[config.mk]
export PLATFORM = sky130hd
export DESIGN_NAME = fdmc_scan
export DESIGN_NICKNAME = d
export VERILOG_FILES = /design/src/sv/fdmc_pkg.sv /design/src/sv/fdmc_scan.sv
export SDC_FILE = /design/constraint.sdc
export NUM_CORES = 1
export LEC_CHECK = 0
export BUFFER_PORTS_ARGS = -buffer_cell sky130_fd_sc_hd__buf_2
export CORE_ASPECT_RATIO = 1.75
export CORE_MARGIN = 5
export CORE_UTILIZATION = 45
export DETAILED_ROUTE_END_ITERATION = 10
export PLACE_DENSITY = 0.69
export RECOVER_POWER = 100
export SLEW_MARGIN = 5
export SYNTH_ARGS = -nofsm -noshare
export SYNTH_HDL_FRONTEND = slang
export SYNTH_SLANG_ARGS = --single-unit
export TNS_END_PERCENT = 20
[constraint.sdc]
create_clock -name clk -period 6.8 [get_ports clk]
set_clock_uncertainty 0.2 [all_clocks]
set_input_delay 0.34 -clock clk [delete_from_list [all_inputs] [get_ports clk]]
set_output_delay 0.34 -clock clk [all_outputs]
set_load 0.03 [all_outputs]
[src/sv/fdmc_pkg.sv]
// ----------------------------------------------------------------------------
// fdmc_pkg
// Shared types, constants and helpers of the frame difference motion counter.
// ----------------------------------------------------------------------------
package fdmc_pkg;

    localparam int PIX_W        = 8;
    localparam int TALLY_W      = 14;
    localparam int CFG_IDX_W    = 1;
    localparam int CFG_DATA_W   = 8;
    localparam int FIFO_DEPTH   = 3;

    localparam int DEF_SRC_WIDTH  = 160;
    localparam int DEF_SRC_HEIGHT = 120;
    localparam int DEF_DST_WIDTH  = 96;
    localparam int DEF_DST_HEIGHT = 96;

    localparam logic [TALLY_W-1:0] TALLY_MAX = '1;

    // configuration register indexes
    localparam logic [CFG_IDX_W-1:0] REG_DIFF_THRESHOLD = 1'd0;
    localparam logic [CFG_IDX_W-1:0] REG_RAW_MODE       = 1'd1;

    typedef enum logic {
        KIND_MARK    = 1'b0,
        KIND_SUMMARY = 1'b1
    } kind_t;

    // scan stage decision for one accepted pixel
    typedef struct packed {
        logic kept;
        logic last;
        logic start;
    } scan_t;

    // one result item
    typedef struct packed {
        kind_t              kind;
        logic               mark;
        logic [TALLY_W-1:0] count;
        logic               flag;
    } res_t;

    // bits needed to index n entries, at least one
    function automatic int addr_bits(input int n);
        return (n > 1) ? $clog2(n) : 1;
    endfunction

endpackage

[src/sv/fdmc_scan.sv]
// ----------------------------------------------------------------------------
// fdmc_scan
// Raster position tracker: follows source and target coordinates, decides
// which source pixels the nearest-neighbour downsampler keeps, and forms the
// store address of each kept pixel.
// ----------------------------------------------------------------------------
module fdmc_scan #(
    parameter int SRC_WIDTH  = fdmc_pkg::DEF_SRC_WIDTH,
    parameter int SRC_HEIGHT = fdmc_pkg::DEF_SRC_HEIGHT,
    parameter int DST_WIDTH  = fdmc_pkg::DEF_DST_WIDTH,
    parameter int DST_HEIGHT = fdmc_pkg::DEF_DST_HEIGHT
) (
    input  logic                                                  clk,
    input  logic                                                  rst_n,
    input  logic                                                  advance,
    input  logic                                                  frame_start,
    output fdmc_pkg::scan_t                                       scan,
    output logic [fdmc_pkg::addr_bits(DST_WIDTH*DST_HEIGHT)-1:0]  addr
);

    localparam int AW  = fdmc_pkg::addr_bits(DST_WIDTH * DST_HEIGHT);
    localparam int SCW = fdmc_pkg::addr_bits(SRC_WIDTH);
    localparam int SRW = fdmc_pkg::addr_bits(SRC_HEIGHT);
    localparam int TCW = $clog2(DST_WIDTH + 1);
    localparam int TRW = $clog2(DST_HEIGHT + 1);
    localparam int QCW = $clog2(SRC_WIDTH + 1);
    localparam int QRW = $clog2(SRC_HEIGHT + 1);
    localparam int RCW = $clog2(2 * DST_WIDTH);
    localparam int RRW = $clog2(2 * DST_HEIGHT);
    localparam int BW  = $clog2(DST_WIDTH * DST_HEIGHT + 1);

    localparam int COL_Q = SRC_WIDTH / DST_WIDTH;
    localparam int COL_R = SRC_WIDTH % DST_WIDTH;
    localparam int ROW_Q = SRC_HEIGHT / DST_HEIGHT;
    localparam int ROW_R = SRC_HEIGHT % DST_HEIGHT;

    // qc/rc hold target_column*SRC_WIDTH/DST_WIDTH as quotient and remainder
    logic [SCW-1:0] sc_reg, sc_next, sc_e;
    logic [SRW-1:0] sr_reg, sr_next, sr_e;
    logic [TCW-1:0] tc_reg, tc_next, tc_e;
    logic [TRW-1:0] tr_reg, tr_next, tr_e;
    logic [QCW-1:0] qc_reg, qc_next, qc_e;
    logic [RCW-1:0] rc_reg, rc_next, rc_e;
    logic [QRW-1:0] qr_reg, qr_next, qr_e;
    logic [RRW-1:0] rr_reg, rr_next, rr_e;
    logic [BW-1:0]  base_reg, base_next, base_e;

    logic           row_kept;
    logic           col_end;
    logic [RCW-1:0] rc_sum;
    logic [RRW-1:0] rr_sum;

    always_comb
    begin
        sc_e   = frame_start ? '0 : sc_reg;
        sr_e   = frame_start ? '0 : sr_reg;
        tc_e   = frame_start ? '0 : tc_reg;
        tr_e   = frame_start ? '0 : tr_reg;
        qc_e   = frame_start ? '0 : qc_reg;
        rc_e   = frame_start ? '0 : rc_reg;
        qr_e   = frame_start ? '0 : qr_reg;
        rr_e   = frame_start ? '0 : rr_reg;
        base_e = frame_start ? '0 : base_reg;
    end

    always_comb
    begin
        row_kept   = (tr_e < TRW'(DST_HEIGHT)) && (qr_e <= QRW'(sr_e));
        scan.kept  = row_kept && (tc_e < TCW'(DST_WIDTH)) && (qc_e <= QCW'(sc_e));
        col_end    = (sc_e == SCW'(SRC_WIDTH - 1));
        scan.last  = col_end && (sr_e == SRW'(SRC_HEIGHT - 1));
        scan.start = frame_start;
        addr       = AW'(base_e + BW'(tc_e));
        rc_sum     = rc_e + RCW'(COL_R);
        rr_sum     = rr_e + RRW'(ROW_R);
    end

    always_comb
    begin
        sc_next   = sc_e;
        sr_next   = sr_e;
        tc_next   = tc_e;
        tr_next   = tr_e;
        qc_next   = qc_e;
        rc_next   = rc_e;
        qr_next   = qr_e;
        rr_next   = rr_e;
        base_next = base_e;

        if (scan.kept)
        begin
            tc_next = tc_e + 1'b1;
            if (rc_sum >= RCW'(DST_WIDTH))
            begin
                rc_next = rc_sum - RCW'(DST_WIDTH);
                qc_next = qc_e + QCW'(COL_Q + 1);
            end
            else
            begin
                rc_next = rc_sum;
                qc_next = qc_e + QCW'(COL_Q);
            end
        end

        if (col_end)
        begin
            sc_next = '0;
            tc_next = '0;
            qc_next = '0;
            rc_next = '0;
            if (row_kept)
            begin
                tr_next   = tr_e + 1'b1;
                base_next = base_e + BW'(DST_WIDTH);
                if (rr_sum >= RRW'(DST_HEIGHT))
                begin
                    rr_next = rr_sum - RRW'(DST_HEIGHT);
                    qr_next = qr_e + QRW'(ROW_Q + 1);
                end
                else
                begin
                    rr_next = rr_sum;
                    qr_next = qr_e + QRW'(ROW_Q);
                end
            end
            if (scan.last)
            begin
                // wrap to the top of the next frame
                sr_next   = '0;
                tr_next   = '0;
                qr_next   = '0;
                rr_next   = '0;
                base_next = '0;
            end
            else
            begin
                sr_next = sr_e + 1'b1;
            end
        end
        else
        begin
            sc_next = sc_e + 1'b1;
        end
    end

    always_ff @(posedge clk or negedge rst_n)
    begin
        if (!rst_n)
        begin
            sc_reg   <= '0;
            sr_reg   <= '0;
            tc_reg   <= '0;
            tr_reg   <= '0;
            qc_reg   <= '0;
            rc_reg   <= '0;
            qr_reg   <= '0;
            rr_reg   <= '0;
            base_reg <= '0;
        end
        else if (advance)
        begin
            sc_reg   <= sc_next;
            sr_reg   <= sr_next;
            tc_reg   <= tc_next;
            tr_reg   <= tr_next;
            qc_reg   <= qc_next;
            rc_reg   <= rc_next;
            qr_reg   <= qr_next;
            rr_reg   <= rr_next;
            base_reg <= base_next;
        end
    end

endmodule

==> results of run 1 <==
-- worst max-delay path by stage --
stage,cells past startpoint,end,slack [ns],start
finish,11,scan[2],1.90,frame_start
global route,11,scan[2],1.57,frame_start
CTS,11,scan[2],2.78,frame_start
detailed placement,11,base_reg[5],2.50,frame_start
global placement,11,rr_reg[3],2.70,frame_start
floorplan,14,addr[10],2.91,frame_start
-- synth_stat cells (all sizes together) (5+ instances only) --
cell type and n:
a21o 5, a21oi 25, a221o 5, a22o 6, a31oi 13, a41oi 6, and2 7, and3 6
buf 17, clkbuf 23, dfrtp 66, ha 30, inv 26, mux2i 5, nand2 81, nand2b 8
nand3 28, nand3b 6, nand4 14, nor2 42, nor2b 35, nor3 23, nor4 7, o211ai 14
o21ai 39, o221ai 6, o22ai 6, o311ai 11, xnor2 10, xor2 7
-- cell families after synthesis --
kind of cell | after synthesis
simple gates | 276
compound gates | 175
buf+inv | 67
flops | 66
fa+ha+maj | 31
xor+xnor | 17
mux | 8
-- per-layer routing --
layer / share of wire / up-vias / GRT usage
li1: - / 2375 / -
met1: 0.40 / 2408 / 0.242
met2: 0.51 / 180 / 0.358
met3: 0.050 / 50 / 0.0400
met4: 0.041 / 0 / 0.108
met5: 0 / - / 0
-- through the flow --
stage,instance area [sq um],utilization,cells
global route,5610,0.490,778
global placement,5350,0.467,762
finish,5610,0.490,778
floorplan,5210,-,640
CTS,5660,0.494,778
detailed placement,5350,0.467,762
-- worst reg2reg max path, stage by stage, from the launching register on --
cell and delay, ns:
dfrtp_1 0.33, nor2b_1 0.28, ha_1 0.30, nand4_1 0.19, nor4_1 1.35, nor2_1 0.54, nand2_1 0.19, a41oi_1 0.06
a221o_1 0.30
-- layout make-up --
cell class | count | area, sq um | area share
Timing Repair Buffer | 27 | 120 | 0.0214
Clock inverter | 5 | 52.6 | 0.00937
Clock buffer | 11 | 253 | 0.0451
Sequential cell | 66 | 1650 | 0.294
Inverter | 27 | 101 | 0.0181
Multi-Input combinational cell | 507 | 3260 | 0.582
Tap cell | 135 | 169 | 0.0301
-- power by group --
part,internal (mW),switching [mW]
Clock,0.302,0.174
Sequential,0.426,0.0361
Combinational,0.0970,0.224
==> impl_metrics.tcl, run 1 <==
set metrics [dict create \
    status "complete, but fails checks" \
    violations "capacitance limit, slew limit" \
    async_flop_share 1.00 \
    die_w_um 91.3 \
    r2r_cells 8 \
    layout-drive-gt1-share 0.0482 \
    fin_setup_tns_ns 0 \
    cts-root-buf "clkbuf_16" \
    maxCapViolations 2 \
    hold_path.class "reg -> reg" \
    slowest_delay_ns 0.93 \
    worstPathRequired_ns 6.26 \
    whs_endpoint "tc_reg[6]" \
    fin_crit_sh 0.721 \
    synthesis.nets 675 \
    syn_inst 640 \
    final_cell_mix "81 x nand2_1, 66 x dfrtp_1, 42 x nor2_1" \
    die_area_sq_um 13900 \
    hold_viol_final 0 \
    clockBufferDepth 2 \
    ir_worst_vdd_mv 0.164 \
    grt.total_usage 0.208 \
    row_count 52 \
    clk_pin_slew_ns 0.05 \
    hpwl_um 9940 \
    yosys.area_share.simple 0.273 \
    synth_area_leaders "dfrtp_1 32%, ha_1 7.2%, nand2_1 5.8%" \
    drt_iter0_markers 378 \
    synth-edff-count 0 \
    postCtsResizedCells 0 \
    reg2reg_to "base_reg[11]" \
    critPathMaxFanout 49 \
    cp-end-kind "output port" \
    ys_seq_area_frac 0.317 \
    start_util 0.455 \
    ant_nets 0 \
    clock_sinks 66 \
    yosys_warnings 0 \
    max_freq_mhz 204 \
    slew_violations 76 \
    startpoint_type "primary input" \
    worstReg2RegStart "sc_reg[0]" \
    placeableCoreArea_sq_um 11500 \
    finalSetupViolations 0 \
    worst_pin_slew_ns 3.76 \
    p_leak_nw 2.42 \
    worstHoldStart "tc_reg[6]" \
    synth_flop_cell "dfrtp_1" \
    clock_latency_ns 0.34 \
    portBuffers 20 \
    cts_inserted_buffers 9 \
    place_congestion 0.905 \
    synth_top_area_cell "dfrtp_1" \
    holdWs_ns 0.268 \
    synthAdderAreaFrac 0.0759 \
    maxSlewHeadroom -1.51 \
    wl_um 14400 \
    synth_top_family_by_area "simple AND/OR/NAND/NOR gates" \
    p_total_mw 1.26 \
    synth_compound_area_frac 0.236 \
    final_common_cell "nand2_1" \
    vias 5013 \
    antenna_found_initial 0 \
    min_path_cells 2 \
    grt_pass1_wl_um 24100 \
    viasPerCell 6.44 \
    pre_cts_ws_ns 2.50 \
    nFillCells 1091 \
    rsz0062_at_grt "false" \
    synth_seq_cells 66 \
    synthXorXnorAreaFrac 0.0286 \
    worst_ep_arrival_time_ns 4.36 \
    drt_first_pass_iters 5 \
    cts_hold_buf 0 \
    drc 0 \
    crit_chain "clkbuf_1 > buf_4 > nor2_1 > inv_1 > ha_1 > inv_1 > o31ai_1 > nor4b_1 > o22a_1 > nor2_1 > clkbuf_1" \
    crit_type "in -> out" \
    powerDensity_nw_per_um2 225 \
    crit_family "buffers and inverters" \
    largest_register_ffs 14 \
    muxShareOfSynthArea 0.0161 \
    synth_area_sq_um 5210 \
    overflow 0 \
    num_io_pins 21 \
    min_period_ns 4.90 \
    syn_avg_cell_area_sq_um 8.13 \
    fin_nets 673 \
    grt_pass1_vias 4996 \
    yosys.cell_types.count 67 \
    post-cts-setup-buffer-count 0 \
    worst_slack_ns 1.90 \
    area_growth_pct 7.74 \
    critPathBufInv 5 \
    grt_max_degree 67 \
    dieHeight_um 152 \
    cts_tree "built" \
    h-tree-depth 3 \
    synth_top_area_frac 0.317 \
    reg2reg_slack_ns 2.94 \
    cpMaxStageDelayCell "o22a_1" \
    num_antenna_cells 0 \
    wl_per_cell_um 18.5 \
]
No activity file was read; power rests on OpenSTA's default activity.
==> run 2, diff against run 1 <==
--- a/config.mk
+++ b/config.mk
@@ -10,7 +10,7 @@
 export CORE_MARGIN = 5
 export CORE_UTILIZATION = 45
 export DETAILED_ROUTE_END_ITERATION = 10
-export PLACE_DENSITY = 0.69
+export PLACE_DENSITY = 0.72
 export RECOVER_POWER = 100
 export SLEW_MARGIN = 5
 export SYNTH_ARGS = -nofsm -noshare
==> constraint.sdc (replaced) <==
create_clock -name clk -period 4.5 [get_ports clk]
set_clock_uncertainty 0.2 [all_clocks]
set_input_delay 0.225 -clock clk [delete_from_list [all_inputs] [get_ports clk]]
set_output_delay 0.225 -clock clk [all_outputs]
set_load 0.03 [all_outputs]
==> run 2 against run 1 <==
The run still ends with capacitance limit, slew limit left. First-iteration DRC count decreased by 4.8%. Worst hold slack got worse by 0.022 ns. Via count increased by 2.3%. Highest routed layer unchanged. Critical path type unchanged. Clock power increased by 62%. Cell count increased by 0.51%. Total power increased by 57%. Utilization increased by 0.51 points. Sequential power increased by 51%. Critical endpoint unchanged. Critical path depth unchanged. Non-clock buffer count increased by 5. Die area unchanged.
==> impl_metrics.tcl, run 2 (synthesized netlist as in run 1, its figures left out) <==
set metrics [dict create \
    status "complete, but fails checks" \
    violations "capacitance limit, slew limit" \
    maxSlewHeadroom -0.534 \
    holdWs_ns 0.246 \
    clock_latency_ns 0.33 \
    cp-end-kind "output port" \
    die_area_sq_um 13900 \
    grt.total_usage 0.207 \
    antenna_found_initial 0 \
    startpoint_type "primary input" \
    worstPathRequired_ns 4.07 \
    reg2reg_slack_ns 0.90 \
    grt_pass1_wl_um 24000 \
    r2r_cells 9 \
    cts_tree "built" \
    crit_top_cell "buf_2" \
    final_common_cell "nand2_1" \
    cpMaxStageDelayCell "clkbuf_1" \
    worst_ep_arrival_time_ns 3.58 \
    portBuffers 20 \
    nFillCells 1096 \
    largest_register_ffs 14 \
    wl_um 14700 \
    cts_inserted_buffers 9 \
    hold_viol_final 0 \
    slowest_delay_ns 0.62 \
    clockBufferDepth 2 \
    ir_worst_vdd_mv 0.243 \
    slew_violations 40 \
    max_freq_mhz 250 \
    start_util 0.455 \
    area_growth_pct 8.87 \
    rsz0062_at_grt "false" \
    hold_path.class "in -> reg" \
    crit_type "in -> out" \
    die_w_um 91.3 \
    p_leak_nw 2.45 \
    powerDensity_nw_per_um2 348 \
    hpwl_um 10400 \
    overflow 0 \
    viasPerCell 6.56 \
    fin_nets 678 \
    crit_chain "buf_2 > inv_1 > clkbuf_1 > nand2_1 > ha_1 > nand4_1 > a211oi_1 > a21oi_1 > or2_2 > nor2_1 > buf_2" \
    dpl_cell_area_sq_um 5400 \
    grt_max_degree 40 \
    num_antenna_cells 0 \
    worst_pin_slew_ns 2.30 \
    post-cts-setup-buffer-count 0 \
    p_total_mw 1.97 \
    place_congestion 0.874 \
    maxCapViolations 1 \
    vias 5128 \
    wl_per_cell_um 18.8 \
    clock_sinks 66 \
    num_io_pins 21 \
    fin_setup_tns_ns 0 \
    final_cell_mix "81 x nand2_1, 66 x dfrtp_1, 42 x nor2_1" \
    critPathMaxFanout 29 \
    ant_nets 0 \
    fin_crit_sh 0.890 \
    row_count 52 \
    h-tree-depth 3 \
    utilization 0.495 \
    placeableCoreArea_sq_um 11500 \
    grt_pass1_vias 4974 \
    dieHeight_um 152 \
    layout-drive-gt1-share 0.0510 \
    drc 0 \
    drt_first_pass_iters 6 \
    min_path_cells 2 \
    cts-root-buf "clkbuf_16" \
    drt_iter0_markers 360 \
    min_period_ns 4.01 \
    clk_pin_slew_ns 0.06 \
    finalSetupViolations 0 \
    stdcell_area_sq_um 5670 \
]
[run 2: critical path: cells and delay by family]
family | cells | cell delay (ns)
AO/OA/AOI/OAI | 2 | 0.41
adder cells (fa/ha/maj) | 1 | 0.37
buffers and inverters | 4 | 1.52
AND/OR/NAND/NOR | 4 | 1.03
[run 2: metal layers]
layer  vias to the layer above  global-route usage  wire (um)
met4                         0               0.103        527
met3                        43              0.0257        583
li1                       2394                   -          -
met5                         -                   0          0
met2                       185               0.376       7810
met1                      2506               0.234       5780
[run 2: power by group]
part           total (mW)  switching, mW  internal [mW]
clock               0.772          0.260          0.513
sequential          0.697         0.0525          0.644
combinational       0.503          0.343          0.160
total                1.97          0.655           1.32
[run 2: area by class of cell]
class,count,area (sq um),area share
sequential,66,1650,0.291
timing repair buffer,32,169,0.0298
clock buffer,13,260,0.0459
inverter,27,101,0.0179
clock inverter,2,60.1,0.0106
tap,135,169,0.0298
multi-input combinational,507,3260,0.575
[run 2: what timing repair did]
item | in CTS | in global routing
gates resized for setup | 0 | 0
endpoints found under the hold margin | 38 | 0
hold buffers | 1 | 0
[run 2: path summary, 6_finish.rpt]
check,end,startpoint
worst min-delay path,sc_reg[4],frame_start
worst min register to register,base_reg[12],base_reg[12]
max in group asynchronous,qc_reg[6],rst_n
worst max-delay path,scan[2],frame_start
worst max register to register,base_reg[7],sc_reg[0]
min in group asynchronous,qr_reg[6],rst_n
[run 2: stage by stage]
| step | setup slack, ns | std cells |
|---|---|---|
| 4_1_cts | 0.823 | 782 |
| 6_report | 0.494 | 782 |
| 2_1_floorplan | 0.837 | 640 |
| 5_1_grt | 0.402 | 782 |
| 3_5_place_dp | 0.793 | 766 |
| 3_3_place_gp | 0.967 | 766 |
