### src/sv/fdmc_pkg.sv
// ----------------------------------------------------------------------------
// fdmc_pkg
// Shared types, constants and helpers of the frame difference motion counter.
// ----------------------------------------------------------------------------
package fdmc_pkg;

    localparam int PIX_W        = 8;
    localparam int TALLY_W      = 14;
    localparam int CFG_IDX_W    = 1;
    localparam int CFG_DATA_W   = 8;
    localparam int FIFO_DEPTH   = 3;

    localparam int DEF_SRC_WIDTH  = 160;
    localparam int DEF_SRC_HEIGHT = 120;
    localparam int DEF_DST_WIDTH  = 96;
    localparam int DEF_DST_HEIGHT = 96;

    localparam logic [TALLY_W-1:0] TALLY_MAX = '1;

    // configuration register indexes
    localparam logic [CFG_IDX_W-1:0] REG_DIFF_THRESHOLD = 1'd0;
    localparam logic [CFG_IDX_W-1:0] REG_RAW_MODE       = 1'd1;

    typedef enum logic {
        KIND_MARK    = 1'b0,
        KIND_SUMMARY = 1'b1
    } kind_t;

    // scan stage decision for one accepted pixel
    typedef struct packed {
        logic kept;
        logic last;
        logic start;
    } scan_t;

    // one result item
    typedef struct packed {
        kind_t              kind;
        logic               mark;
        logic [TALLY_W-1:0] count;
        logic               flag;
    } res_t;

    // bits needed to index n entries, at least one
    function automatic int addr_bits(input int n);
        return (n > 1) ? $clog2(n) : 1;
    endfunction

endpackage

### src/sv/fdmc_res_if.sv
// ----------------------------------------------------------------------------
// fdmc_res_if
// Result channel: per-pixel motion mark or end-of-frame summary.
// ----------------------------------------------------------------------------
interface fdmc_res_if;
    logic                          valid;
    logic                          ready;
    logic                          result_kind;
    logic                          pixel_mark;
    logic [fdmc_pkg::TALLY_W-1:0]  motion_count;
    logic                          motion_flag;

    modport source (output valid, output result_kind, output pixel_mark,
                    output motion_count, output motion_flag, input ready);
    modport sink   (input valid, input result_kind, input pixel_mark,
                    input motion_count, input motion_flag, output ready);
endinterface

### src/sv/fdmc_out_fifo.sv
// ----------------------------------------------------------------------------
// fdmc_out_fifo
// Three-entry result queue that drives the result channel.
// ----------------------------------------------------------------------------
module fdmc_out_fifo (
    input  logic                clk,
    input  logic                rst_n,
    input  logic                push,
    input  fdmc_pkg::res_t      push_data,
    output logic [1:0]          level,
    fdmc_res_if.source          deq
);

    localparam int PW = fdmc_pkg::addr_bits(fdmc_pkg::FIFO_DEPTH);

    fdmc_pkg::res_t entries_reg [fdmc_pkg::FIFO_DEPTH];
    logic [PW-1:0]  wr_ptr_reg, wr_ptr_next;
    logic [PW-1:0]  rd_ptr_reg, rd_ptr_next;
    logic [1:0]     level_reg, level_next;
    logic           pop;
    fdmc_pkg::res_t head;

    assign pop  = deq.valid & deq.ready;
    assign head = entries_reg[rd_ptr_reg];

    always_comb
    begin
        wr_ptr_next = wr_ptr_reg;
        rd_ptr_next = rd_ptr_reg;
        level_next  = level_reg;
        if (push)
        begin
            wr_ptr_next = (wr_ptr_reg == PW'(fdmc_pkg::FIFO_DEPTH - 1)) ? '0
                                                                       : wr_ptr_reg + 1'b1;
        end
        if (pop)
        begin
            rd_ptr_next = (rd_ptr_reg == PW'(fdmc_pkg::FIFO_DEPTH - 1)) ? '0
                                                                       : rd_ptr_reg + 1'b1;
        end
        case ({push, pop})
            2'b10:   level_next = level_reg + 1'b1;
            2'b01:   level_next = level_reg - 1'b1;
            default: level_next = level_reg;
        endcase
    end

    always_ff @(posedge clk or negedge rst_n)
    begin
        if (!rst_n)
        begin
            wr_ptr_reg <= '0;
            rd_ptr_reg <= '0;
            level_reg  <= '0;
        end
        else
        begin
            wr_ptr_reg <= wr_ptr_next;
            rd_ptr_reg <= rd_ptr_next;
            level_reg  <= level_next;
        end
    end

    always_ff @(posedge clk)
    begin
        if (push)
        begin
            entries_reg[wr_ptr_reg] <= push_data;
        end
    end

    always_comb
    begin
        deq.valid        = (level_reg != 2'd0);
        deq.result_kind  = head.kind;
        deq.pixel_mark   = head.mark;
        deq.motion_count = head.count;
        deq.motion_flag  = head.flag;
    end

    assign level = level_reg;

endmodule
### src/flat_wrapper.sv
// flat-port wrapper written by rule: the top's interface ports become plain ports
module fdmc_out_fifo_flat 
  (clk, rst_n, push, push_data, level, deq_valid, deq_result_kind, deq_pixel_mark, deq_motion_count, deq_motion_flag, deq_ready);
  fdmc_res_if deq_i ();
  input  logic clk;
  input  logic rst_n;
  input  logic push;
  input  fdmc_pkg::res_t push_data;
  output logic [1:0] level;
  output wire logic [$bits(deq_i.valid)-1:0] deq_valid;
  output wire logic [$bits(deq_i.result_kind)-1:0] deq_result_kind;
  output wire logic [$bits(deq_i.pixel_mark)-1:0] deq_pixel_mark;
  output wire logic [$bits(deq_i.motion_count)-1:0] deq_motion_count;
  output wire logic [$bits(deq_i.motion_flag)-1:0] deq_motion_flag;
  input wire logic [$bits(deq_i.ready)-1:0] deq_ready;
  assign deq_valid = deq_i.valid;
  assign deq_result_kind = deq_i.result_kind;
  assign deq_pixel_mark = deq_i.pixel_mark;
  assign deq_motion_count = deq_i.motion_count;
  assign deq_motion_flag = deq_i.motion_flag;
  assign deq_i.ready = deq_ready;
  fdmc_out_fifo u_core (.clk(clk), .rst_n(rst_n), .push(push), .push_data(push_data), .level(level), .deq(deq_i));
endmodule
### config.mk
export PLATFORM = sky130hd
export DESIGN_NAME = fdmc_out_fifo_flat
export DESIGN_NICKNAME = d
export VERILOG_FILES = /design/src/sv/fdmc_pkg.sv /design/src/sv/fdmc_res_if.sv /design/src/sv/fdmc_out_fifo.sv /design/src/flat_wrapper.sv
export SDC_FILE = /design/constraint.sdc
export NUM_CORES = 1
export LEC_CHECK = 0
export BUFFER_PORTS_ARGS = -buffer_cell sky130_fd_sc_hd__buf_4
export CELL_PAD_IN_SITES_DETAIL_PLACEMENT = 0
export CELL_PAD_IN_SITES_GLOBAL_PLACEMENT = 1
export CORE_ASPECT_RATIO = 0.5
export CORE_MARGIN = 3
export CORE_UTILIZATION = 40
export DETAILED_ROUTE_END_ITERATION = 16
export PLACE_DENSITY_LB_ADDON = 0.1
export SLEW_MARGIN = 20
export SYNTH_ARGS = -nofsm -noshare
export SYNTH_HDL_FRONTEND = slang
export SYNTH_SLANG_ARGS = --single-unit
export TNS_END_PERCENT = 50
### constraint.sdc
create_clock -name clk -period 3.22 [get_ports clk]
set_clock_uncertainty 0.1 [all_clocks]
set_input_delay 0.644 -clock clk [delete_from_list [all_inputs] [get_ports clk]]
set_output_delay 0.644 -clock clk [all_outputs]
set_load 0.1 [all_outputs]
==> results, run 1 <==
- The clock tree from TritonCTS is done.
- The arrival time of the worst setup path is 1.87 ns.
- The number of antenna diodes is 0.
- The number of pins exceeding their max-slew limit in the final report came to 0.
- Dividing the final minimum period by the clock period gives 0.811.
- The critical path goes through buf_4 > mux2i_1 > o21ai_1 > buf_4.
- The DRC violations left is 0.
- The flip-flop count of the largest register, all copies and words added is 51.
- The post-synthesis sequential element count is 57.
- The post-route standard cell area excluding fillers is 2770 µm².
- The total global routing track utilization is 0.124.
- The final critical path time including I/O delays and setup is 2.61 ns.
- After routing, the total negative slack on setup checks comes to 0 ns.
- The number of nets in the layout is 208.
- The total I/O pin count is 41.
- The count of buffers added on input and output ports is 40.
- The category of the worst setup path capture point is an output pin.
- Of the synthesized area, sequential elements account for 0.777.
- After floorplanning, the core was sized to cover 5070 µm².
- The root buffer cell is sky130_fd_sc_hd__clkbuf_8.
- The post-synthesis instance total is 134.
- The count of H-tree levels built during CTS is 3.
- The layout overhead on the synthesized area is 28.0%.
- By area, the combinational part of the netlist is dominated by multiplexers.
- The Yosys warning count is 0.
- The cell with the largest stage delay on the worst path is sky130_fd_sc_hd__dfrtp_1.
- The area share of fa/ha/maj cells after synthesis is 0.00578.
- After synthesis the cells add up to 2160 µm².
- The die area is 6380 µm².
- The count of nets left with antenna violations once routing finished came out at 0.
- The path depth of the worst reg2reg path is 2.
- The type of the worst setup path is reg -> out.
- Using the TritonRoute via totals, the vias-per-cell ratio works out to 4.53.
- Routability-driven placement finished with a final weighted congestion of 0.651.
- The largest fanout on the critical path is 11.
- Broken down by cell family, the worst path's largest delay share belongs to buffers and inverters.
- The vias after detailed routing is 1183.
- The horizontal die dimension is 110 µm.
- The overall die height is 58 µm.
- The worst setup path is launched from a register.
- The number of failing setup endpoints in the final timing report is 0.
- The iteration count of the initial detailed-routing pass is 4.
- Each instance of the synthesized netlist takes up on average 16.1 µm².
- The first-pass GRT wire length is 5570 µm.
- The count of unique library cells instantiated by Yosys is 18.
- The number of clock buffers inserted by TritonCTS is 9.
- In this run, the number of DRC markers left after iteration 0 of detailed routing was 37.
- Counting along the longest clock path gives a buffer depth of 2.
- For this configuration, the core starts out at a cell density of 0.427.
- The fmax is 0.383 GHz.
- The final layout contains routed wiring with a total length of 3620 µm.
- The total cell area at the placement stage is 2570 µm².
- Counting buffers and inverters, the worst setup path is 4 cells deep.
- The detailed placer's ending HPWL is 2360 µm.
- In this run, synthesis inferred 51 flip-flops with an integrated enable.
- Across all register-to-register paths, the minimum setup slack is 1.68 ns.
- The most used cell along the critical path is sky130_fd_sc_hd__buf_4.
- The routed wire length per instance is 13.9 µm.
- Of the cells placed in the final design, the portion with a size suffix greater than 1 is 0.346.
- The sink count of the clock tree is 57.
- The remaining global-route overflow is 0.
- The number of max-capacitance violations reported is 0.
- The clock-pin slew of the registers on the worst-case setup and hold paths is 0.06 ns.
- The number of antenna violations at the first check in global routing was 0.
- For this run, the leading register cell type out of synthesis is sky130_fd_sc_hd__edfxtp_1.
- The flow ran to the end, and the final reports show no timing, DRC or antenna violations.
- The headroom to the max-slew limit is 0.699.
- The measured slew at the worst slew-check pin is 0.452 ns.
- Of the total synthesized cell area, the portion taken by XOR and XNOR cells is 0.0121.
- For the worst setup path, the data required time is 2.48 ns.
- The async set or reset register ratio after synthesis is 0.105.
- The multiplexer share of the synthesized area is 0.0787.
- In this run the post-CTS setup repair buffer count came out at 0.
- The tightest min-delay check is of the in -> reg type.
- The final hold violation count was 0.
- Along the worst hold path, the cell count comes to 1.
- Of the total synthesized cell area, the portion taken by AND, OR, NAND and NOR gates is 0.0503.
- Counting both buffers and inverters, the worst setup path holds a total of 2.
- The number of global-route vias before repair was 1173.
- In this design, the stage delay of the slowest critical-path cell is 0.61 ns.
- Setup repair after global routing left no endpoint under its margin.
- The latest clock arrival within the worst-skew pair is 0.32 ns.
- The number of rows created at floorplan is 18.
- The share of the synthesized area in compound gates (AO/OA/AOI/OAI) was 0.0561.
- Entering global routing, the biggest net connects 23 pins.
- When the netlist entered floorplanning its net count stood at 156.
per-stage QoR:
step,std cells,worst slack [ns],hold WS [ns],util
final,261,0.609,0.410,0.546
after floorplan,134,0.455,0.248,-
after CTS,260,0.603,0.00689,0.544
after detailed placement,244,0.961,0.359,0.508
after global placement,244,0.967,0.359,0.508
after global routing,261,0.491,0.387,0.546
path summary, 6_finish.rpt:
path                                 startpoint                       end
setup / recovery           u_core.rd_ptr_reg[0]       deq_motion_count[5]
hold / removal                     push_data[5]  u_core.entries_reg[2][5]
setup reg to reg           u_core.wr_ptr_reg[1]  u_core.entries_reg[0][3]
hold reg to reg                 u_core.level[1]           u_core.level[1]
max in group asynchronous                 rst_n      u_core.rd_ptr_reg[0]
min in group asynchronous                 rst_n           u_core.level[1]
layer usage:
layer / GRT usage / routed length (µm) / up-vias
li1: - / - / 598
met1: 0.144 / 1640 / 560
met2: 0.202 / 1780 / 25
met3: 0.0645 / 203 / 0
met4: 0.0426 / 0 / 0
met5: 0 / 0 / -
placed cells by master (no fill, tap or decap), types with 2 or more instances in the layout:
cell,n
sky130_fd_sc_hd__edfxtp_1,51
sky130_fd_sc_hd__clkbuf_8,9
sky130_fd_sc_hd__nand2_1,19
sky130_fd_sc_hd__xnor2_1,2
sky130_fd_sc_hd__a21o_1,3
sky130_fd_sc_hd__buf_4,46
sky130_fd_sc_hd__dfrtp_1,6
sky130_fd_sc_hd__inv_1,2
sky130_fd_sc_hd__mux2i_1,17
sky130_fd_sc_hd__clkinv_2,4
sky130_fd_sc_hd__o21ai_1,18
final cells by class:
class	instances	area, µm²
Inverter	2	7.51
Timing Repair Buffer	47	355
Clock inverter	7	61.3
Sequential cell	57	1680
Clock buffer	9	124
Tap cell	70	87.6
Multi-Input combinational cell	69	452
Fill cell	428	2300
cells in the mapped netlist, drive strengths merged, types with 2 or more instances:
| cell type | number | area, µm² |
|---|---|---|
| nand2 | 19 | 71.3 |
| xnor2 | 2 | 17.5 |
| buf | 6 | 35.0 |
| nor3 | 2 | 10.0 |
| edfxtp | 51 | 1530 |
| dfrtp | 6 | 150 |
| inv | 2 | 7.51 |
| nor2 | 2 | 7.51 |
| mux2i | 17 | 170 |
| a21o | 3 | 22.5 |
| o21ai | 19 | 98.9 |
logic make-up after synthesis:
group	Yosys count
flops	57
simple gates	26
compound gates	22
mux	17
buf+inv	8
xor+xnor	3
fa+ha+maj	1
worst reg2reg max path: stages (launching register included):
cell,delay (ns)
sky130_fd_sc_hd__dfrtp_1,0.42
sky130_fd_sc_hd__nor3_2,0.39
sky130_fd_sc_hd__buf_4,0.32
timing repair:
action	4_1_cts	5_1_grt
endpoints found under the hold margin	0	5
resized for setup	0	0
hold buffers	0	1
Power of run 1 is not shown: default switching activity piles up to over one toggle a cycle in this logic, so the estimate is an artifact.
==> run 2: changes to the inputs <==
--- a/config.mk
+++ b/config.mk
@@ -5,6 +5,7 @@
 export SDC_FILE = /design/constraint.sdc
 export NUM_CORES = 1
 export LEC_CHECK = 0
+export ABC_AREA = 1
 export BUFFER_PORTS_ARGS = -buffer_cell sky130_fd_sc_hd__buf_4
 export CELL_PAD_IN_SITES_DETAIL_PLACEMENT = 0
 export CELL_PAD_IN_SITES_GLOBAL_PLACEMENT = 1
==> constraint.sdc (replaced) <==
create_clock -name clk -period 2.1 [get_ports clk]
set_clock_uncertainty 0.1 [all_clocks]
set_input_delay 0.42 -clock clk [delete_from_list [all_inputs] [get_ports clk]]
set_output_delay 0.42 -clock clk [all_outputs]
set_load 0.1 [all_outputs]
==> results, run 2 <==
- Outcome: completed (unchanged).
- Most numerous cell types in the synthesized netlist: sky130_fd_sc_hd__nand2_1 (54), sky130_fd_sc_hd__edfxtp_1 (51), sky130_fd_sc_hd__nand3_1 (11), sky130_fd_sc_hd__inv_1 (10) (was sky130_fd_sc_hd__edfxtp_1 (51), sky130_fd_sc_hd__nand2_1 (19), sky130_fd_sc_hd__o21ai_1 (18), sky130_fd_sc_hd__mux2i_1 (17), sky130_fd_sc_hd__dfrtp_1 (6)).
- The remaining global-route overflow is 0 (unchanged).
- The routed wire length per instance is 13.7 µm (was 13.9 µm).
- The DRC violations left is 0 (unchanged).
- Most frequent cells in the layout: sky130_fd_sc_hd__nand2_1 (53), sky130_fd_sc_hd__edfxtp_1 (51), sky130_fd_sc_hd__buf_4 (35) (was sky130_fd_sc_hd__edfxtp_1 (51), sky130_fd_sc_hd__buf_4 (46), sky130_fd_sc_hd__nand2_1 (19)).
- The worst path setup slack after routing is 0.0750 ns (was 0.609 ns).
- The slack of the worst reg-to-reg path is 0.50 ns (was 1.68 ns).
- The total of buffers placed on input and output ports came to 40 (unchanged).
- The cell count along the critical path is 6 (was 4).
- The first-pass GRT wire length is 6530 µm (was 5570 µm).
- The number of max-capacitance violations reported is 0 (unchanged).
- The post-synthesis sequential element count is 57 (unchanged).
- The number of inserted filler cells in the final layout is 422 (was 428).
- The layout overhead on the synthesized area was 38.0% (was 28.0%).
- The startpoint of the worst hold path is push_data[9] (was push_data[5]).
- The number of nets in the layout is 245 (was 208).
- Based on the critical path, the design can be clocked at up to 0.494 GHz.
- The flip-flop count of the largest register, all copies and words added is 51 (unchanged).
- The proportion of netlist area held by the largest area contributor is 0.686 (was 0.708).
- The depth of the worst hold-timing path was 1 (unchanged).
- The multi-input logic area was 508 µm² (was 452 µm²).
- In the finished design, the share of the clock period the worst path needs comes to 0.964.
- The beginning of the worst register-to-register path was u_core.level[0] (was u_core.wr_ptr_reg[1]).
- The arrival time of the worst setup path came to 1.51 ns (was 1.87 ns).
- The number of global-route vias before repair is 1383 (was 1173).
- The number of clock buffers inserted by TritonCTS is 9 (unchanged).
- The number of failing setup endpoints in the final timing report is 0 (unchanged).
- The number of antenna violations at the first check in global routing is 0 (unchanged).
- The headroom to the max-slew limit was 0.821 (was 0.699).
- The worst-case hold path end point is u_core.entries_reg[2][9] (was u_core.entries_reg[2][5]).
- The largest fanout on the critical path is 15 (was 11).
- The smallest hold slack is 0.184 ns (was 0.410 ns).
- The most common cell after layout, fill and taps aside is sky130_fd_sc_hd__nand2_1 (was sky130_fd_sc_hd__edfxtp_1).
- The total area of sequential cells is 1690 µm² (was 1680 µm²).
- The top flip-flop cell by instance count after synthesis is sky130_fd_sc_hd__edfxtp_1 (unchanged).
- Dominant cells by area after synthesis: sky130_fd_sc_hd__edfxtp_1 (69%), sky130_fd_sc_hd__nand2_1 (9.1%), sky130_fd_sc_hd__dfrtp_1 (6.7%) (was sky130_fd_sc_hd__edfxtp_1 (71%), sky130_fd_sc_hd__mux2i_1 (7.9%), sky130_fd_sc_hd__dfrtp_1 (6.9%)).
- The number of enable flip-flop cells after synthesis is 51 (unchanged).
- The effective utilization at floorplan came to 0.433 (was 0.427).
- The horizontal die dimension is 112 µm (was 110 µm).
- The number of buffer and inverter instances along the worst setup path is 3 (was 2).
- The number of design-rule violations left by the first detailed-router iteration is 27 (was 37).
- The root buffer cell is sky130_fd_sc_hd__clkbuf_8 (unchanged).
- The detailed placer's ending HPWL is 2560 µm (was 2360 µm).
- The dominant delay contributor by cell family on the critical path was buffers and inverters (unchanged).
- The vias after detailed routing is 1376 (was 1183).
- The post-synthesis average cell area is 13.7 µm² (was 16.1 µm²).
- The count of nets left with antenna violations after detail routing came to 0 (unchanged).
- The overall routed net length was 4070 µm (was 3620 µm).
- The async set or reset register ratio after synthesis was 0.105 (unchanged).
- The post-synthesis instance total is 163 (was 134).
- The cell with the largest stage delay on the worst path was sky130_fd_sc_hd__dfrtp_1 (unchanged).
- The number of nets produced by synthesis is 185 (was 156).
- The worst setup timing slack at the placement stage is 0.276 ns (was 0.961 ns).
- The final estimated routing congestion in global placement is 0.727 (was 0.651).
- The clock tree from TritonCTS is done (unchanged).
- The total I/O pin count was 41 (unchanged).
- The die area came to 6560 µm² (was 6380 µm²).
- The count of H-tree levels built during CTS is 3 (unchanged).
- The number of pins exceeding their max-slew limit in the final report is 0 (unchanged).
- The smallest clock period supported by the final layout is computed as 2.03 ns.
- The number of buffers on the longest clock path is 2 (unchanged).
- The area of the mapped netlist was 2230 µm² (was 2160 µm²).
- The sequential cell area fraction in the yosys report is 0.754 (was 0.777).
- The most frequently used cell type in the post-synthesis netlist was sky130_fd_sc_hd__nand2_1 (was sky130_fd_sc_hd__edfxtp_1).
- The sink count of the clock tree is 57 (unchanged).
- The total global routing track utilization is 0.139 (was 0.124).
- The count of unique library cells instantiated by Yosys is 16 (was 18).
- The final hold violation count is 0 (unchanged).
- The latest clock arrival within the worst-skew pair is 0.32 ns (about the same).
- The Yosys warning count is 0 (unchanged).
- The core area was 5160 µm² (was 5070 µm²).
- The number of standard cells in the final layout excluding fillers is 298 (was 261).
- The overall die height is 58.8 µm (was 58 µm).
- The iteration count of the initial detailed-routing pass is 4 (unchanged).
- The number of rows created at floorplan is 18 (unchanged).
- The measured slew at the worst slew-check pin is 0.269 ns (was 0.452 ns).
- The cell type contributing the most total cell area after synthesis is sky130_fd_sc_hd__edfxtp_1 (unchanged).
- The kind of start point of the critical path was a register (unchanged).
- The type of the worst setup path is reg -> out (unchanged).
- The fraction of final layout cells sized beyond drive strength 1 is 0.425 (was 0.346).
- The number of antenna diodes is 0 (unchanged).
- The category of the worst setup path capture point is an output pin (unchanged).
- The via density per instance came to 4.62 (was 4.53).
- The clock-pin slew of the registers on the worst-case setup and hold paths is 0.07 ns (was 0.06 ns).
- The type of the tightest min-delay check is in -> reg (unchanged).
- The cell count after placement came to 276 (was 244).
- The required time at the endpoint of the critical path is 1.58 ns (was 2.48 ns).
- Cell-by-cell listing of the critical path: inv_2 > nor2_4 > buf_12 > nand2_1 > nand3_2 > buf_6 (was buf_4 > mux2i_1 > o21ai_1 > buf_4).
- The capturing point of the worst reg2reg path is u_core.level[1] (was u_core.entries_reg[0][3]).
- The largest net degree at the start of global routing is 18 (was 23).
- The path depth of the worst reg2reg path was 9 (was 2).
- The largest incremental delay on the critical path is 0.42 ns (was 0.61 ns).
## run 2: cell count changes after synthesis, sizes merged, moves of 2 or more
cell   change
a21o       -3
mux2i     -17
buf        -2
o21ai     -17
nand2     +44
nand3     +20
inv        +9
## run 2: metal layers
metal / share of wire / global-route usage / up-vias
li1: - / - / 678
met5: 0 / 0 / -
met2: 0.48 / 0.214 / 33
met4: 0.0093 / 0.0520 / 0
met1: 0.46 / 0.168 / 660
met3: 0.051 / 0.0729 / 5
## run 2: cell families (layout without fill, tap and decap cells)
group / after synthesis / count (layout) / share of synthesized area
simple gates: 87 / 87 / 0.196
flops: 57 / 57 / 0.754
buf+inv: 15 / 80 / 0.0359
compound gates: 2 / 2 / 0.00449
fa+ha+maj: 1 / 1 / 0.00561
xor+xnor: 1 / 1 / 0.00393
## run 2: area by class of cell
type                       instances  area share
clock buffer                      10      0.0414
sequential                        57       0.547
tap                               70      0.0284
timing repair buffer              53       0.178
multi-input combinational         91       0.165
clock inverter                     6      0.0268
inverter                          11      0.0134
## run 2: how the worst max path moves through the flow
| stage | endpoint | startpoint |
|---|---|---|
| 2_1_floorplan | u_core.level[1] | u_core.level[0] |
| 3_3_place_gp | deq_motion_count[10] | u_core.rd_ptr_reg[1] |
| 3_5_place_dp | deq_motion_count[7] | u_core.rd_ptr_reg[1] |
| 4_1_cts | deq_motion_count[7] | u_core.rd_ptr_reg[1] |
| 5_1_grt | deq_motion_flag | u_core.rd_ptr_reg[0] |
| 6_report | deq_motion_count[12] | u_core.rd_ptr_reg[0] |
## run 2: worst reg2reg max path, stage by stage (launching register included)
cell and delay (ns):
sky130_fd_sc_hd__dfrtp_2 0.43, sky130_fd_sc_hd__inv_1 0.11, sky130_fd_sc_hd__nand2_4 0.06, sky130_fd_sc_hd__nand2_1 0.11, sky130_fd_sc_hd__inv_1 0.10, sky130_fd_sc_hd__ha_1 0.32, sky130_fd_sc_hd__inv_1 0.09, sky130_fd_sc_hd__nand3_1 0.08
sky130_fd_sc_hd__nand2_1 0.06, sky130_fd_sc_hd__nand2_1 0.05
## run 2: repair_timing
action	CTS	global route
setup buffers	1	4
pin swaps	1	1
setup endpoints to repair	15	15
hold endpoints to repair	6	0
gates resized for setup	17	19
hold buffers	1	0
gates cloned	0	0
## run 2: metrics by stage
| step | util | area (µm²) | setup TNS [ns] |
|---|---|---|---|
| 3_3_place_gp | 0.519 | 2680 | 0 |
| 3_5_place_dp | 0.519 | 2680 | 0 |
| 2_1_floorplan | - | 2250 | 0 |
| 4_1_cts | 0.575 | 2970 | 0 |
| 6_report | 0.597 | 3080 | 0 |
| 5_1_grt | 0.597 | 3080 | -0.0497 |
Power of run 2 is left out for the same reason.
==> run 3: changes to the inputs <==
--- a/config.mk
+++ b/config.mk
@@ -10,7 +10,7 @@
 export CELL_PAD_IN_SITES_DETAIL_PLACEMENT = 0
 export CELL_PAD_IN_SITES_GLOBAL_PLACEMENT = 1
 export CORE_ASPECT_RATIO = 0.5
-export CORE_MARGIN = 3
+export CORE_MARGIN = 2
 export CORE_UTILIZATION = 40
 export DETAILED_ROUTE_END_ITERATION = 16
 export PLACE_DENSITY_LB_ADDON = 0.1
==> results, run 3 (synthesized netlist as in run 2, its figures left out) <==
- Outcome: completed (unchanged).
- The cell with the largest stage delay on the worst path is sky130_fd_sc_hd__dfrtp_2 (was sky130_fd_sc_hd__dfrtp_1).
- The number of inserted filler cells in the final layout is 494 (was 422).
- The clock tree from TritonCTS is done (unchanged).
- The count of H-tree levels built during CTS was 3 (unchanged).
- The kind of start point of the critical path was a register (unchanged).
- The horizontal die dimension came to 110 µm (was 112 µm).
- The routed wire length per instance was 13.7 µm (about the same).
- The die area is 6230 µm² (was 6560 µm²).
- The most common cell after layout, fill and taps aside is sky130_fd_sc_hd__nand2_1 (unchanged).
- Most frequent cells in the layout: sky130_fd_sc_hd__nand2_1 (53), sky130_fd_sc_hd__edfxtp_1 (51), sky130_fd_sc_hd__buf_4 (31) (was sky130_fd_sc_hd__nand2_1 (53), sky130_fd_sc_hd__edfxtp_1 (51), sky130_fd_sc_hd__buf_4 (35)).
- The post-CTS setup buffer count is 0 (was 1).
- The number of buffers on the longest clock path is 2 (unchanged).
- The vias after detailed routing came to 1367 (was 1376).
- The measured slew at the worst slew-check pin is 0.283 ns (was 0.269 ns).
- The number of antenna diodes is 0 (unchanged).
- The total global routing track utilization is 0.152 (was 0.139).
- The overall routed net length was 4100 µm (was 4070 µm).
- The type of the tightest min-delay check is in -> reg (unchanged).
- The final hold violation count is 0 (unchanged).
- The via density per instance is 4.57 (was 4.62).
- The number of max-capacitance violations reported came to 0 (unchanged).
- The clock-pin slew of the registers on the worst-case setup and hold paths is 0.06 ns (was 0.07 ns).
- The layout overhead on the synthesized area is 33.0% (was 38.0%).
- The number of pins exceeding their max-slew limit in the final report is 0 (unchanged).
- The total I/O pin count is 41 (unchanged).
- The number of global-route vias before repair is 1355 (was 1383).
- The largest fanout on the critical path is 15 (unchanged).
- The final clock period utilization by the worst path is 0.962 (was 0.964).
- The dominant delay contributor by cell family on the critical path is flip-flops (was buffers and inverters).
- The number of failing setup endpoints in the final timing report is 0 (unchanged).
- The flip-flop count of the largest register, all copies and words added is 51 (unchanged).
- The latest clock arrival within the worst-skew pair is 0.33 ns (was 0.32 ns).
- The first-pass GRT wire length is 6620 µm (was 6530 µm).
- The iteration count of the initial detailed-routing pass is 4 (unchanged).
- Cell-by-cell listing of the critical path: nor2_4 > buf_12 > nand2_1 > nand3_1 > buf_6 (was inv_2 > nor2_4 > buf_12 > nand2_1 > nand3_2 > buf_6).
- The remaining global-route overflow is 0 (unchanged).
- The detailed placer's ending HPWL is 2740 µm (was 2560 µm).
- The root buffer cell is sky130_fd_sc_hd__clkbuf_8 (unchanged).
- The number of buffer and inverter instances along the worst setup path was 2 (was 3).
- The post-route standard cell area excluding fillers was 2970 µm² (was 3080 µm²).
- The fraction of final layout cells sized beyond drive strength 1 is 0.398 (was 0.425).
- The count of nets left with antenna violations after detail routing is 0 (unchanged).
- The DRC violations left is 0 (unchanged).
- The number of design-rule violations left by the first detailed-router iteration is 45 (was 27).
- The effective utilization at floorplan was 0.412 (was 0.433).
- The fmax was 0.495 GHz (was 0.494 GHz).
- The required time at the endpoint of the critical path is 1.58 ns (about the same).
- The arrival time of the worst setup path is 1.50 ns (was 1.51 ns).
- The beginning of the worst register-to-register path was u_core.level[0] (unchanged).
- The largest incremental delay on the critical path is 0.47 ns (was 0.42 ns).
- The core area came to 5420 µm² (was 5160 µm²).
- The total cell area at the placement stage is 2700 µm² (was 2680 µm²).
- The overall die height is 56.8 µm (was 58.8 µm).
- The type of the worst setup path is reg -> out (unchanged).
- The number of antenna violations at the first check in global routing is 0 (unchanged).
- The startpoint of the most critical setup path is u_core.rd_ptr_reg[1] (was u_core.rd_ptr_reg[0]).
- The category of the worst setup path capture point is an output pin (unchanged).
- The slack of the worst reg-to-reg path is 0.53 ns (was 0.50 ns).
- The number of clock buffers inserted by TritonCTS was 9 (unchanged).
- The startpoint of the worst hold path is push_data[9] (unchanged).
- The sink count of the clock tree came to 57 (unchanged).
- The number of rows created at floorplan is 19 (was 18).
- The number of nets in the layout is 243 (was 245).
- The total of buffers placed on input and output ports is 40 (unchanged).
- The headroom to the max-slew limit is 0.813 (was 0.821).
- The final estimated routing congestion in global placement is 0.680 (was 0.727).
- The largest net degree at the start of global routing is 16 (was 18).
- Setup repair after global routing could not meet its margin everywhere.
- The final critical path time including I/O delays and setup is 2.02 ns (was 2.03 ns).
## run 3: cell count changes in the layout (fill, tap and decap cells not counted), sizes merged
cell | previous run | this run
clkinv | 3 | 5
clkinvlp | 1 | 0
clkbuf | 10 | 11
bufinv | 2 | 0
buf | 52 | 50
## run 3: final timing paths
path | endpoint | cells past startpoint
setup / recovery | deq_motion_count[11] | 5
hold / removal | u_core.entries_reg[0][9] | 1
setup reg to reg | u_core.level[1] | 9
hold reg to reg | u_core.level[0] | 1
max in group asynchronous | u_core.level[1] | 2
min in group asynchronous | u_core.level[0] | 2
## run 3: per-layer routing
metal  up-vias  track usage  routed length (µm)
met5         -            0                   0
met4         0       0.0705                  66
met3         9       0.0662                 200
met2        26        0.223                1940
met1       662        0.194                1890
li1        670            -                   -
## run 3: per-stage QoR
| step | hold slack (ns) | TNS (ns) | cells | worst slack [ns] | util |
|---|---|---|---|---|---|
| floorplan | 0.0244 | 0 | 163 | 0.0375 | - |
| global placement | 0.136 | 0 | 282 | 0.335 | 0.498 |
| detailed placement | 0.134 | 0 | 282 | 0.321 | 0.498 |
| CTS | 0.165 | -0.213 | 299 | -0.0372 | 0.534 |
| global route | 0.159 | -0.00234 | 299 | -0.00234 | 0.548 |
| finish | 0.183 | 0 | 299 | 0.0789 | 0.548 |
## run 3: layout make-up
cell class / instances / area (µm²) / area share
flip-flops and latches: 57 / 1690 / 0.568
repair buffers: 51 / 508 / 0.171
multi-input cells: 91 / 487 / 0.164
clock buffers: 11 / 131 / 0.0443
well taps: 73 / 91.3 / 0.0308
inverters: 11 / 41.3 / 0.0139
clock inverters: 5 / 22.5 / 0.00759
## run 3: repair_timing
item / in CTS / in global routing
endpoints found under the hold margin: 6 / 0
hold buffers: 1 / 0
resized for setup: 8 / 20
gates cloned: 0 / 0
endpoints found under the setup margin: 15 / 15
Power of run 3 is left out for the same reason.
